### src/design/assert_macros.svh
// assertion helpers for the root finder
`ifndef ASSERT_MACROS_SVH
`define ASSERT_MACROS_SVH

`ifndef SYNTHESIS

`define ASSERT_ALWAYS(lbl, clk, rst_n, expr, msg) \
    lbl: assert property (@(posedge clk) disable iff (!rst_n) (expr)) else $error(msg);

`define ASSERT_IMPL(lbl, clk, rst_n, ante, cons, msg) \
    lbl: assert property (@(posedge clk) disable iff (!rst_n) (ante) |-> (cons)) \
        else $error(msg);

`define ASSERT_NEXT(lbl, clk, rst_n, ante, cons, msg) \
    lbl: assert property (@(posedge clk) disable iff (!rst_n) (ante) |=> (cons)) \
        else $error(msg);

`else

`define ASSERT_ALWAYS(lbl, clk, rst_n, expr, msg)
`define ASSERT_IMPL(lbl, clk, rst_n, ante, cons, msg)
`define ASSERT_NEXT(lbl, clk, rst_n, ante, cons, msg)

`endif

`endif

### src/design/cbrf_pkg.sv
`default_nettype none

package cbrf_pkg;

    localparam int FRAC_BITS_DEF = 16;
    localparam int IN_W          = 24;
    localparam int TOL_W         = 23;
    localparam int LIM_W         = 10;
    localparam int CNT_W         = 11;
    localparam int CFG_IDX_W     = 2;
    localparam int PC_W          = 4;
    localparam int POLY_LIN      = 9;
    localparam int POLY_CONST    = 3;

    localparam logic [TOL_W-1:0] RESET_TOLERANCE  = TOL_W'(66);
    localparam logic [LIM_W-1:0] RESET_ITER_LIMIT = LIM_W'(1000);
    localparam logic [LIM_W-1:0] ITER_SAT         = {LIM_W{1'b1}};

    localparam logic [CFG_IDX_W-1:0] CFG_TOLERANCE  = CFG_IDX_W'(0);
    localparam logic [CFG_IDX_W-1:0] CFG_ITER_LIMIT = CFG_IDX_W'(1);

    localparam logic STATUS_OK      = 1'b0;
    localparam logic STATUS_NO_SIGN = 1'b1;

    // microprogram step addresses
    localparam logic [PC_W-1:0] PC_SQ_A    = PC_W'(0);
    localparam logic [PC_W-1:0] PC_CU_A    = PC_W'(1);
    localparam logic [PC_W-1:0] PC_FIN_A   = PC_W'(2);
    localparam logic [PC_W-1:0] PC_SQ_B    = PC_W'(3);
    localparam logic [PC_W-1:0] PC_CU_B    = PC_W'(4);
    localparam logic [PC_W-1:0] PC_FIN_B   = PC_W'(5);
    localparam logic [PC_W-1:0] PC_CHECK   = PC_W'(6);
    localparam logic [PC_W-1:0] PC_SQ_M    = PC_W'(7);
    localparam logic [PC_W-1:0] PC_CU_M    = PC_W'(8);
    localparam logic [PC_W-1:0] PC_FIN_M   = PC_W'(9);
    localparam logic [PC_W-1:0] PC_TEST    = PC_W'(10);
    localparam logic [PC_W-1:0] PC_ROOT    = PC_W'(11);
    localparam logic [PC_W-1:0] PC_INVALID = PC_W'(12);

    typedef struct packed {
        logic signed [IN_W-1:0] lower_bound;
        logic signed [IN_W-1:0] upper_bound;
    } req_word_t;

    typedef struct packed {
        logic signed [IN_W-1:0] root_estimate;
        logic [LIM_W-1:0]       iterations_used;
        logic                   status;
    } rsp_word_t;

    typedef enum logic [1:0] {
        MUL_NONE,
        MUL_SQUARE,
        MUL_CUBE
    } mul_op_t;

    typedef enum logic [1:0] {
        FD_NONE,
        FD_FA,
        FD_FM
    } f_dst_t;

    typedef enum logic [1:0] {
        XS_HOLD,
        XS_UPPER,
        XS_MID
    } x_sel_t;

    typedef enum logic [1:0] {
        C_NEVER,
        C_NO_CHANGE,
        C_STOP
    } cond_t;

    typedef enum logic [1:0] {
        FIN_NONE,
        FIN_ROOT,
        FIN_INVALID
    } fin_t;

    typedef struct packed {
        mul_op_t         mul;
        f_dst_t          fdst;
        x_sel_t          xsel;
        logic            upd;
        cond_t           cond;
        logic [PC_W-1:0] tgt;
        logic [PC_W-1:0] nxt;
        fin_t            fin;
    } ucode_word_t;

    typedef struct packed {
        logic no_change;
        logic stop;
    } dp_status_t;

endpackage

`default_nettype wire

### src/design/cbrf_ucode_rom.sv
`default_nettype none

module cbrf_ucode_rom (
    input  wire logic [cbrf_pkg::PC_W-1:0] pc,
    output cbrf_pkg::ucode_word_t          word
);

    always_comb
    begin
        word      = '0;
        word.mul  = cbrf_pkg::MUL_NONE;
        word.fdst = cbrf_pkg::FD_NONE;
        word.xsel = cbrf_pkg::XS_HOLD;
        word.cond = cbrf_pkg::C_NEVER;
        word.fin  = cbrf_pkg::FIN_NONE;
        unique case (pc)
            cbrf_pkg::PC_SQ_A:
            begin
                word.mul = cbrf_pkg::MUL_SQUARE;
                word.nxt = cbrf_pkg::PC_CU_A;
            end
            cbrf_pkg::PC_CU_A:
            begin
                word.mul = cbrf_pkg::MUL_CUBE;
                word.nxt = cbrf_pkg::PC_FIN_A;
            end
            cbrf_pkg::PC_FIN_A:
            begin
                word.fdst = cbrf_pkg::FD_FA;
                word.xsel = cbrf_pkg::XS_UPPER;
                word.nxt  = cbrf_pkg::PC_SQ_B;
            end
            cbrf_pkg::PC_SQ_B:
            begin
                word.mul = cbrf_pkg::MUL_SQUARE;
                word.nxt = cbrf_pkg::PC_CU_B;
            end
            cbrf_pkg::PC_CU_B:
            begin
                word.mul = cbrf_pkg::MUL_CUBE;
                word.nxt = cbrf_pkg::PC_FIN_B;
            end
            cbrf_pkg::PC_FIN_B:
            begin
                word.fdst = cbrf_pkg::FD_FM;
                word.nxt  = cbrf_pkg::PC_CHECK;
            end
            cbrf_pkg::PC_CHECK:
            begin
                word.xsel = cbrf_pkg::XS_MID;
                word.cond = cbrf_pkg::C_NO_CHANGE;
                word.tgt  = cbrf_pkg::PC_INVALID;
                word.nxt  = cbrf_pkg::PC_SQ_M;
            end
            cbrf_pkg::PC_SQ_M:
            begin
                word.mul = cbrf_pkg::MUL_SQUARE;
                word.nxt = cbrf_pkg::PC_CU_M;
            end
            cbrf_pkg::PC_CU_M:
            begin
                word.mul = cbrf_pkg::MUL_CUBE;
                word.nxt = cbrf_pkg::PC_FIN_M;
            end
            cbrf_pkg::PC_FIN_M:
            begin
                word.fdst = cbrf_pkg::FD_FM;
                word.nxt  = cbrf_pkg::PC_TEST;
            end
            cbrf_pkg::PC_TEST:
            begin
                // interval update happens only when the stop test fails
                word.upd  = 1'b1;
                word.cond = cbrf_pkg::C_STOP;
                word.tgt  = cbrf_pkg::PC_ROOT;
                word.nxt  = cbrf_pkg::PC_SQ_M;
            end
            cbrf_pkg::PC_ROOT:
            begin
                word.fin = cbrf_pkg::FIN_ROOT;
            end
            default:
            begin
                word.fin = cbrf_pkg::FIN_INVALID;
            end
        endcase
    end

endmodule

`default_nettype wire

### src/design/cbrf_datapath.sv
`default_nettype none

module cbrf_datapath #(
    parameter int FRAC_BITS = cbrf_pkg::FRAC_BITS_DEF
) (
    input  wire logic                          clk,
    input  wire logic                          load,
    input  wire cbrf_pkg::req_word_t           req,
    input  wire cbrf_pkg::ucode_word_t         cw,
    input  wire logic [cbrf_pkg::TOL_W-1:0]    tolerance,
    input  wire logic [cbrf_pkg::LIM_W-1:0]    iteration_limit,
    output cbrf_pkg::dp_status_t               status,
    output logic signed [cbrf_pkg::IN_W-1:0]   mid,
    output logic [cbrf_pkg::CNT_W-1:0]         count
);

    localparam int XW  = cbrf_pkg::IN_W;
    localparam int SQW = 2 * XW;
    localparam int X2W = SQW - FRAC_BITS;
    localparam int PW  = X2W + XW;
    localparam int X3W = PW - FRAC_BITS;
    localparam int FMIN = XW + 5;
    localparam int FW  = ((X3W > FMIN) ? X3W : FMIN) + 1;

    logic signed [XW-1:0]  a_reg, a_next;
    logic signed [XW-1:0]  b_reg, b_next;
    logic signed [XW-1:0]  x_reg, x_next;
    logic signed [XW-1:0]  mid_reg, mid_next;
    logic signed [PW-1:0]  prod_reg, prod_next;
    logic signed [FW-1:0]  fa_reg, fa_next;
    logic signed [FW-1:0]  fm_reg, fm_next;
    logic [cbrf_pkg::CNT_W-1:0] count_reg, count_next;

    logic signed [X2W-1:0] mul_a;
    logic signed [X3W-1:0] x3;
    logic signed [FW-1:0]  f_val;
    logic signed [FW-1:0]  lin_coef;
    logic signed [FW-1:0]  const_term;
    logic signed [FW-1:0]  tol_s;
    logic signed [XW:0]    diff;
    logic [XW:0]           width_abs;
    logic                  sign_chg;
    logic                  stop;
    logic                  go_upd;
    logic signed [XW-1:0]  na, nb;
    logic signed [XW:0]    mid_sum;

    // shared multiplier: square of x, then floor(x^2) times x
    always_comb
    begin
        unique case (cw.mul)
            cbrf_pkg::MUL_CUBE: mul_a = prod_reg[SQW-1:FRAC_BITS];
            default:            mul_a = X2W'(x_reg);
        endcase
        prod_next = PW'(mul_a) * PW'(x_reg);
    end

    assign lin_coef   = FW'(cbrf_pkg::POLY_LIN);
    assign const_term = FW'(cbrf_pkg::POLY_CONST) <<< FRAC_BITS;
    assign x3         = prod_reg[PW-1:FRAC_BITS];
    assign f_val      = FW'(x3) - FW'(x_reg) * lin_coef + const_term;

    assign sign_chg = (fa_reg < 0 && fm_reg > 0) || (fa_reg > 0 && fm_reg < 0);

    assign diff      = (XW+1)'(b_reg) - (XW+1)'(a_reg);
    assign width_abs = diff[XW] ? (XW+1)'(0) - diff : diff;
    assign tol_s     = FW'({1'b0, tolerance});

    assign stop = (width_abs <= (XW+1)'(tolerance))
                || (fm_reg < tol_s && fm_reg > -tol_s)
                || (count_reg > {1'b0, iteration_limit});

    assign go_upd = cw.upd && !stop;

    // next interval and its midpoint
    always_comb
    begin
        na = a_reg;
        nb = b_reg;
        if (go_upd)
        begin
            if (sign_chg)
            begin
                nb = mid_reg;
            end
            else
            begin
                na = mid_reg;
            end
        end
        mid_sum = (XW+1)'(na) + (XW+1)'(nb);
    end

    always_comb
    begin
        a_next     = a_reg;
        b_next     = b_reg;
        x_next     = x_reg;
        mid_next   = mid_reg;
        fa_next    = fa_reg;
        fm_next    = fm_reg;
        count_next = count_reg;
        if (load)
        begin
            a_next     = req.lower_bound;
            b_next     = req.upper_bound;
            x_next     = req.lower_bound;
            count_next = cbrf_pkg::CNT_W'(1);
        end
        else
        begin
            unique case (cw.fdst)
                cbrf_pkg::FD_FA: fa_next = f_val;
                cbrf_pkg::FD_FM: fm_next = f_val;
                default: ;
            endcase
            unique case (cw.xsel)
                cbrf_pkg::XS_UPPER: x_next = b_reg;
                cbrf_pkg::XS_MID:
                begin
                    x_next   = mid_sum[XW:1];
                    mid_next = mid_sum[XW:1];
                end
                default: ;
            endcase
            if (go_upd)
            begin
                a_next     = na;
                b_next     = nb;
                x_next     = mid_sum[XW:1];
                mid_next   = mid_sum[XW:1];
                count_next = count_reg + cbrf_pkg::CNT_W'(1);
                if (!sign_chg)
                begin
                    fa_next = fm_reg;
                end
            end
        end
    end

    always_ff @(posedge clk)
    begin
        a_reg     <= a_next;
        b_reg     <= b_next;
        x_reg     <= x_next;
        mid_reg   <= mid_next;
        fa_reg    <= fa_next;
        fm_reg    <= fm_next;
        count_reg <= count_next;
        if (cw.mul != cbrf_pkg::MUL_NONE)
        begin
            prod_reg <= prod_next;
        end
    end

    assign status.no_change = !sign_chg;
    assign status.stop      = stop;
    assign mid              = mid_reg;
    assign count            = count_reg;

endmodule

`default_nettype wire

### src/design/cubic_bisection_root_finder_core.sv
`default_nettype none

// Bisection search for a root of x^3 - 9x + 3 over [lower_bound, upper_bound] in signed
// fixed point with FRAC_BITS fraction bits. A small microprogram drives one shared
// multiplier: each cubic evaluation runs a square, a cube and a combine step, and
// each bisection step evaluates the midpoint, then does the stop test and interval halving.
// An accepted word first evaluates both ends and ends there when they show no sign
// change, else runs one bisection step per iteration (Q7.16 at the default FRAC_BITS).
// One result word per request; the request side is ready again as soon
// as the result is in the output register, and a result still held by the receiver
// stalls the next search at its last step. Configuration writes are taken at any
// time but must only be issued while the block is idle.
module cubic_bisection_root_finder_core #(
    parameter int FRAC_BITS = cbrf_pkg::FRAC_BITS_DEF
) (
    input  wire logic                              clk,
    input  wire logic                              rst_n,
    input  wire logic                              req_valid,
    output logic                                   req_ready,
    input  wire cbrf_pkg::req_word_t               req,
    output logic                                   rsp_valid,
    input  wire logic                              rsp_ready,
    output cbrf_pkg::rsp_word_t                    rsp,
    input  wire logic                              cfg_valid,
    output logic                                   cfg_ready,
    input  wire logic [cbrf_pkg::CFG_IDX_W-1:0]    cfg_index,
    input  wire logic [cbrf_pkg::TOL_W-1:0]        cfg_data
);

`include "assert_macros.svh"

    typedef enum logic {
        S_IDLE,
        S_RUN
    } state_t;

    state_t                         state_reg, state_next;
    logic [cbrf_pkg::PC_W-1:0]      pc_reg, pc_next;
    logic                           rsp_valid_reg, rsp_valid_next;
    cbrf_pkg::rsp_word_t            rsp_reg, rsp_next;
    logic [cbrf_pkg::TOL_W-1:0]     tol_reg, tol_next;
    logic [cbrf_pkg::LIM_W-1:0]     lim_reg, lim_next;

    cbrf_pkg::ucode_word_t          rom_word;
    cbrf_pkg::ucode_word_t          cw;
    cbrf_pkg::dp_status_t           dp_status;
    logic signed [cbrf_pkg::IN_W-1:0] dp_mid;
    logic [cbrf_pkg::CNT_W-1:0]     dp_count;
    logic                           accept;
    logic                           cond_true;
    logic                           rsp_free;

    cbrf_ucode_rom u_rom (
        .pc   (pc_reg),
        .word (rom_word)
    );

    always_comb
    begin
        cw = rom_word;
        if (state_reg != S_RUN)
        begin
            cw.mul  = cbrf_pkg::MUL_NONE;
            cw.fdst = cbrf_pkg::FD_NONE;
            cw.xsel = cbrf_pkg::XS_HOLD;
            cw.upd  = 1'b0;
            cw.cond = cbrf_pkg::C_NEVER;
            cw.fin  = cbrf_pkg::FIN_NONE;
        end
    end

    assign accept = req_valid && req_ready;

    cbrf_datapath #(
        .FRAC_BITS (FRAC_BITS)
    ) u_dp (
        .clk             (clk),
        .load            (accept),
        .req             (req),
        .cw              (cw),
        .tolerance       (tol_reg),
        .iteration_limit (lim_reg),
        .status          (dp_status),
        .mid             (dp_mid),
        .count           (dp_count)
    );

    always_comb
    begin
        unique case (cw.cond)
            cbrf_pkg::C_NO_CHANGE: cond_true = dp_status.no_change;
            cbrf_pkg::C_STOP:      cond_true = dp_status.stop;
            default:               cond_true = 1'b0;
        endcase
    end

    assign rsp_free = !rsp_valid_reg || rsp_ready;

    always_comb
    begin
        state_next     = state_reg;
        pc_next        = pc_reg;
        rsp_next       = rsp_reg;
        rsp_valid_next = rsp_valid_reg && !rsp_ready;
        tol_next       = tol_reg;
        lim_next       = lim_reg;

        if (cfg_valid)
        begin
            unique case (cfg_index)
                cbrf_pkg::CFG_TOLERANCE:  tol_next = cfg_data;
                cbrf_pkg::CFG_ITER_LIMIT: lim_next = cfg_data[cbrf_pkg::LIM_W-1:0];
                default: ;
            endcase
        end

        unique case (state_reg)
            S_IDLE:
            begin
                if (accept)
                begin
                    state_next = S_RUN;
                    pc_next    = cbrf_pkg::PC_SQ_A;
                end
            end
            S_RUN:
            begin
                unique case (cw.fin)
                    cbrf_pkg::FIN_ROOT:
                    begin
                        if (rsp_free)
                        begin
                            rsp_next.root_estimate = dp_mid;
                            if (dp_count > cbrf_pkg::CNT_W'(cbrf_pkg::ITER_SAT))
                            begin
                                rsp_next.iterations_used = cbrf_pkg::ITER_SAT;
                            end
                            else
                            begin
                                rsp_next.iterations_used = dp_count[cbrf_pkg::LIM_W-1:0];
                            end
                            rsp_next.status = cbrf_pkg::STATUS_OK;
                            rsp_valid_next  = 1'b1;
                            state_next      = S_IDLE;
                        end
                    end
                    cbrf_pkg::FIN_INVALID:
                    begin
                        if (rsp_free)
                        begin
                            rsp_next.root_estimate   = '0;
                            rsp_next.iterations_used = '0;
                            rsp_next.status          = cbrf_pkg::STATUS_NO_SIGN;
                            rsp_valid_next           = 1'b1;
                            state_next               = S_IDLE;
                        end
                    end
                    default:
                    begin
                        pc_next = cond_true ? cw.tgt : cw.nxt;
                    end
                endcase
            end
            default: ;
        endcase
    end

    always_ff @(posedge clk or negedge rst_n)
    begin
        if (!rst_n)
        begin
            state_reg     <= S_IDLE;
            pc_reg        <= cbrf_pkg::PC_SQ_A;
            rsp_valid_reg <= 1'b0;
            tol_reg       <= cbrf_pkg::RESET_TOLERANCE;
            lim_reg       <= cbrf_pkg::RESET_ITER_LIMIT;
        end
        else
        begin
            state_reg     <= state_next;
            pc_reg        <= pc_next;
            rsp_valid_reg <= rsp_valid_next;
            tol_reg       <= tol_next;
            lim_reg       <= lim_next;
        end
    end

    always_ff @(posedge clk)
    begin
        rsp_reg <= rsp_next;
    end

    assign req_ready = (state_reg == S_IDLE);
    assign cfg_ready = 1'b1;
    assign rsp_valid = rsp_valid_reg;
    assign rsp       = rsp_reg;

    `ASSERT_NEXT(a_accept_busy, clk, rst_n, req_valid && req_ready, !req_ready,
        "accepted word did not start a search")
    `ASSERT_IMPL(a_invalid_zero, clk, rst_n,
        rsp_valid && rsp.status == cbrf_pkg::STATUS_NO_SIGN,
        rsp.root_estimate == '0 && rsp.iterations_used == '0,
        "invalid interval result not cleared")
    `ASSERT_IMPL(a_valid_count, clk, rst_n,
        rsp_valid && rsp.status == cbrf_pkg::STATUS_OK, rsp.iterations_used != '0,
        "root result with zero iterations")
    `ASSERT_IMPL(a_pc_range, clk, rst_n, state_reg == S_RUN,
        pc_reg <= cbrf_pkg::PC_INVALID, "step counter outside the program")

endmodule

`default_nettype wire

### config.mk
export PLATFORM = sky130hd
export DESIGN_NAME = cubic_bisection_root_finder_core
export DESIGN_NICKNAME = d
export VERILOG_FILES = /design/src/design/cbrf_pkg.sv /design/src/design/cbrf_ucode_rom.sv /design/src/design/cbrf_datapath.sv /design/src/design/cubic_bisection_root_finder_core.sv
export VERILOG_INCLUDE_DIRS = /design/src /design/src/design
export SDC_FILE = /design/constraint.sdc
export NUM_CORES = 2
export LEC_CHECK = 0
export ABC_CLOCK_PERIOD_IN_PS = 21900
export BUFFER_PORTS_ARGS = -buffer_cell sky130_fd_sc_hd__buf_4
export CAP_MARGIN = 10
export CORE_MARGIN = 2
export CORE_UTILIZATION = 40
export DETAILED_ROUTE_END_ITERATION = 8
export GPL_TIMING_DRIVEN = 0
export PLACE_DENSITY = 0.57
export SYNTH_ARGS = -nofsm -noshare
export SYNTH_HDL_FRONTEND = slang
export SYNTH_SLANG_ARGS = --single-unit
export TNS_END_PERCENT = 10
### constraint.sdc
create_clock -name clk -period 21.9 [get_ports clk]
set_clock_uncertainty 0.1 [all_clocks]
set_input_delay 3.285 -clock clk [delete_from_list [all_inputs] [get_ports clk]]
set_output_delay 3.285 -clock clk [all_outputs]
set_load 0.02 [all_outputs]
Yosys cells after proc, flatten, opt, wreduce, memory -nomap -nowiden

Cells that the tools add are included.

Output and inout port bits: 38
Register bits: 319
Input bits: 78

Multiplexer cells: 43
Bitwise operators: 2
Order comparisons: 9
Add/sub/neg operators: 7
Multipliers: 2
Eq/ne operators: 25
Reductions and logical operators: 33

Operators with widths:

| kind                     | number |
|---|---|
| $mux W24                 | 12 |
| $mux W41                 | 3 |
| $gt A41 B1 Y1 const B    | 2 |
| $lt A41 B1 Y1 const B    | 2 |
| $mux W35                 | 2 |
| $pmux W35 S2             | 1 |
| $mul A32 B24 Y56         | 1 |
| $pmux W24 S2             | 1 |
| $add A41 B19 Y41 const B | 1 |
| $gt A41 B41 Y1           | 1 |
| $lt A41 B24 Y1           | 1 |
| $neg A23 Y41             | 1 |
| $sub A40 B29 Y41         | 1 |
| $pmux W4 S10             | 1 |
| $mux W32                 | 1 |
| $mul A24 B5 Y29 const B  | 1 |
| $add A24 B24 Y25         | 1 |
| $le A25 B23 Y1           | 1 |
| $mux W25                 | 1 |
| $sub A1 B25 Y25 const A  | 1 |
| $sub A24 B24 Y25         | 1 |
| $eq A4 B3 Y1 const B     | 4 |
| $eq A4 B4 Y1 const B     | 4 |
| $pmux W2 S2              | 4 |
| 30 further kinds         | 72 |

Depth between registers and ports, before layout

Depth after elaboration: 13
Depth in mapped cells: 51
Depth with buffers taken out: 48

By module

From an unflattened synthesis, not the netlist that was laid out.

Cell total of the unflattened synthesis: 5143
Area total of the unflattened synthesis: 49281.0 um2

By module, submodules not included:

| module                           | cells an instance | area an instance (um2) | times used | sequential area each (um2) |
|---|---|---|---|---|
| cbrf_datapath                    | 4898              | 46011.6                | 1          | 6766.5 |
| cubic_bisection_root_finder_core | 211               | 3027.9                 | 1          | 2037.0 |
| cbrf_ucode_rom                   | 34                | 241.5                  | 1          | 0.0 |

Least setup slack after synthesis

No wires, ideal clock.

Path type: register to register
From: register pc_reg[2] (netlist bit)
To: register u_dp.prod_reg[55] (data pin)
Arrival time: 8.860 ns
Buffers on the path: 3
Data required time: 21.540 ns
Stages on the path, launching flop included: 36
Slack: 12.680 ns
Cell sequence: dfrtp_1 -> xor2_1 -> o2111ai_1 -> clkbuf_1 -> clkbuf_1 -> clkbuf_1 -> o21ai_0 -> fa_1 -> inv_1 -> fa_1 -> inv_1 -> fa_1 -> inv_1 -> ha_1 -> fa_1 -> fa_1 -> fa_1 -> ha_1 -> a21o_1 -> a21o_1 -> a2111oi_0 -> o21a_1 -> o31a_1 -> o31a_1 -> o21a_1 -> o21ai_0 -> a221o_1 -> nor2b_1 -> o2111a_1 -> o31ai_1 -> a21o_1 -> o21a_1 -> o21ai_0 -> a21o_1 -> a21oi_1 -> xnor2_1

Longest elaborated chain between the ends: 7

RTL lines:

| what                                 | RTL line                                | text |
|---|---|---|
| start, declared                      | cubic_bisection_root_finder_core.sv:38  | `logic [cbrf_pkg::PC_W-1:0] pc_reg, pc_next;` |
| start signal, assigned               | cubic_bisection_root_finder_core.sv:173 | `pc_reg <= cbrf_pkg::PC_SQ_A;` |
| start signal, assigned               | cubic_bisection_root_finder_core.sv:181 | `pc_reg <= pc_next;` |
| $eq A4 B1 Y1 (tied with other cells) | cbrf_ucode_rom.sv:16                    | `unique case (pc)` |
| $reduce_or A3 Y1 (no source line)    | -                                       |  |
| $pmux W2 S2 *                        | cbrf_ucode_rom.sv:16                    |  |
| $mux W9 *                            | cubic_bisection_root_finder_core.sv:61  | `if (state_reg != S_RUN)` |
| $eq A2 B2 Y1 *                       | cbrf_datapath.sv:51                     | `unique case (cw.mul)` |
| $mux W32 *                           | cbrf_datapath.sv:51                     |  |
| $mul A32 B24 Y56 *                   | cbrf_datapath.sv:55                     | `prod_next = PW'(mul_a) * PW'(x_reg);` |
| via u_dp.prod_next[55]               | cbrf_datapath.sv:29                     | `logic signed [PW-1:0] prod_reg, prod_next;` |
| end signal, assigned                 | cbrf_datapath.sv:152                    | `prod_reg <= prod_next;` |
| end, declared                        | cbrf_datapath.sv:29                     |  |

The timed path passes the listed nets; every way through them passes the cells marked *.
A chain may end at the register's enable or synchronous reset.

Final worst setup path

Same ends and word-level chain as after synthesis.

==> Flow_metrics.wiki <==
{| class="wikitable"
! Metric !! Value
|-
| Gpl congestion || around 0.96
|-
| Number of pins with negative max-slew slack in the final report || 0
|-
| Cell taking the most area after synthesis || fa_1
|-
| Most frequent cells after synthesis || 955 x inv_1, 831 x fa_1, 766 x nand2_1, 387 x ha_1, 288 x and2_1
|-
| Wire length of the first global-routing pass || ~240 mm
|-
| Capturing element type of the critical path || register
|-
| Number of flops mapped to enable cells by yosys || 253
|-
| Placed instance count || 6919
|-
| Count of antenna-violating nets left after detailed routing || 0
|-
| Max Buffers Root-to-Sink || 3
|-
| Clk root buf || clkbuf_16
|-
| Full die area || 124000 sq um
|-
| Worst path max stage delay || about 0.9 ns
|-
| Number of global-route vias before repair || ~38000
|-
| Buf+Inv Stages, Crit Path || 6
|-
| Clk slew on worst S/H paths || 0.06 ns
|-
| Final Critical Period || about 12 ns
|-
| Unrepaired setup endpoints after global routing || no
|-
| Antenna violations before repair || 5
|-
| Placeable core area || ~120000 sq um
|-
| Worst Path Class, Setup || reg2reg
|-
| Actual slew at the worst max-slew pin || 1.25 ns
|-
| Yosys warning total || 0
|-
| CTS tree || yes
|-
| Count of mapped cells out of synthesis || 5189
|-
| Number of vias per cell after detailed routing || between 5 and 6
|-
| Part of the Yosys area used for sequential elements || 0.181
|-
| Async S/R FF share, synth || 0.129
|-
| Port bufs || around 110
|-
| Mean instance size in the synthesized netlist || about 9.4 sq um
|-
| Worst relative slew slack || 0.168
|-
| Number of standard cells in the layout, taps in and fillers out || approximately 7000
|-
| Count of instances resized after the clock tree is built || 0
|-
| Die outline width || approximately 350 um
|-
| Total global-route track usage || 0.249
|-
| Standard cell with the maximum stage delay on the critical path || o2111ai_1
|-
| GRT Residual Overflow || 0
|-
| Launching element of the worst setup path || pc_reg[2]
|-
| Library cells used by synthesis || 86
|-
| Primary flip-flop cell chosen by synthesis mapping || edfxtp_1
|-
| Routed WL || around 150 mm
|-
| Kind of cell adding the most delay to the critical path || compound AO/OA/AOI/OAI gates
|-
| Hold_sp || lim_reg[1]
|-
| Largest net degree at the start of global routing || just over 50
|-
| Number of iterations in the first detailed-routing pass || 6
|-
| Netlist area before placement || 48600 sq um
|-
| Worst min-delay path class || reg2reg
|-
| Number of nets in the finished design || 6648
|-
| Setup Viol. Count Final || 0
|-
| Number of DRC violations after detailed routing || 0
|-
| Count of hold buffers inserted by post-cts repair || 0
|-
| Most frequent CP cell || fa_1
|-
| Peak fanout along the critical path || 10
|-
| F_max || about 80 MHz
|-
| Detail Placement HPWL || between 100 and 150 mm
|-
| Startpoint of the worst register-to-register path || pc_reg[2]
|-
| # rows || 127
|-
| Initial Util || 0.404
|-
| Critical path launch point type || register
|-
| WL/cell || about 22 um
|-
| TritonCTS Buffers || 41
|-
| I/O pin total || around 120
|-
| Number of H-tree branching levels || 2
|-
| Share of post-route cells with drive strength above 1 || 0.0563
|-
| Worst EP arrival || ~13 ns
|-
| Die outline height || 353 um
|-
| Area overhead of the layout relative to synthesis || 9.10%
|-
| Worst-skew pair later-pin latency || 0.60 ns
|-
| Final-layout worst hold slack || between 0.4 and 0.5 ns
|-
| Starting DRT DRC Count || 3063
|-
| Top area cells in the synthesized netlist || fa_1 34%, edfxtp_1 16%, ha_1 10%
|-
| Number of nets in the synthesized netlist || between 6000 and 7000
|-
| Yosys reg bits || ~300
|-
| Number of vias after detailed routing || between 30000 and 40000
|-
| Cell with the most instances after synthesis || inv_1
|-
| Endpoints failing hold || 0
|-
| Area share of the leading cell type in the synthesized netlist || 0.342
|-
| Post-CTS Repair Setup Buffers || 0
|-
| Critical Path RT || 22.13 ns
|-
| Final TNS setup || 0 ns
|-
| Run status || finished, final reports clean
|-
| Final worst-path cycle share || 0.564
|-
| Number of sinks driven by the clock tree || slightly above 300
|-
| Max-cap violation count || 0
|}
==> cell type report <==
| cell class | instances | area (sq um) |
|---|---|---|
| timing repair buffer | 120 | 978 |
| fill | 11911 | 67100 |
| clock inverter | 29 | 337 |
| antenna | 2 | 5.00 |
| clock buffer | 45 | 1060 |
| tap | 1612 | 2020 |
| multi-input combinational | 3707 | 35400 |
| inverter | 957 | 3590 |
| buffer | 222 | 857 |
| sequential | 303 | 8800 |
==> kinds of logic after synthesis <==
| family | after synthesis | share of synthesized area |
|---|---|---|
| other | 1 | 0.0000772 |
| flip-flops | 303 | 0.181 |
| adder cells (fa/ha/maj) | 1219 | 0.442 |
| AND/OR/NAND/NOR | 1617 | 0.154 |
| XOR/XNOR | 174 | 0.0315 |
| AO/OA/AOI/OAI | 630 | 0.0842 |
| buffers and inverters | 1179 | 0.0915 |
| multiplexers | 66 | 0.0151 |
==> per-layer routing <==
| layer | track usage | wire length (um) | up-vias |
|---|---|---|---|
| met5 | 0 | 13 | - |
| met2 | 0.394 | 69500 | 1337 |
| li1 | - | - | 16763 |
| met4 | 0.0778 | 5340 | 2 |
| met1 | 0.349 | 66400 | 18817 |
| met3 | 0.0393 | 11600 | 252 |
==> cells in the final DEF (no fill, tap or decap), types with 34 or more instances in the layout <==
cell type and count:
nor3_1 50, nand4_1 34, ha_1 387, clkbuf_16 42, xnor2_1 122, fa_1 831, xor2_1 51, a21oi_1 131
nand2_1 765, o21ai_0 160, a21o_1 87, and2_1 288, buf_4 116, mux2_2 57, a31oi_1 60, inv_1 955
nor2_1 262, edfxtp_1 253, nand3_1 52, clkbuf_1 209
==> worst paths after layout <==
kind,to,slack [ns],depth (start not counted)
worst min-delay path,lim_reg[1],0.42,1
worst max-delay path,u_dp.prod_reg[55],9.55,35
worst min register to register,lim_reg[1],0.42,1
max in group asynchronous,lim_reg[3],18.73,1
min in group asynchronous,rsp_valid,2.54,1
worst max register to register,u_dp.prod_reg[55],9.55,35
==> worst reg2reg max path: cells and delay by family, from the launching register on <==
kind / cells / cell delay, ns
AOI/OAI and AO/OA: 18 / 5.63
adders and majority gates: 8 / 3.53
buffers and inverters: 6 / 1.91
DFF: 1 / 0.44
xor gates and xnor gates: 2 / 0.26
and+or+nand+nor: 1 / 0.23
==> stage by stage <==
stage | util | setup slack [ns] | instance area [sq um]
finish | 0.441 | 9.55 | 53000
floorplan | - | 12.68 | 48600
detailed placement | 0.429 | 9.64 | 51600
global placement | 0.428 | 9.67 | 51500
CTS | 0.441 | 9.61 | 53000
global route | 0.441 | 9.05 | 53000
Power is left out: the tool's default activity adds up to more than one toggle a clock period on the data nets, which glitch-free logic cannot reach.
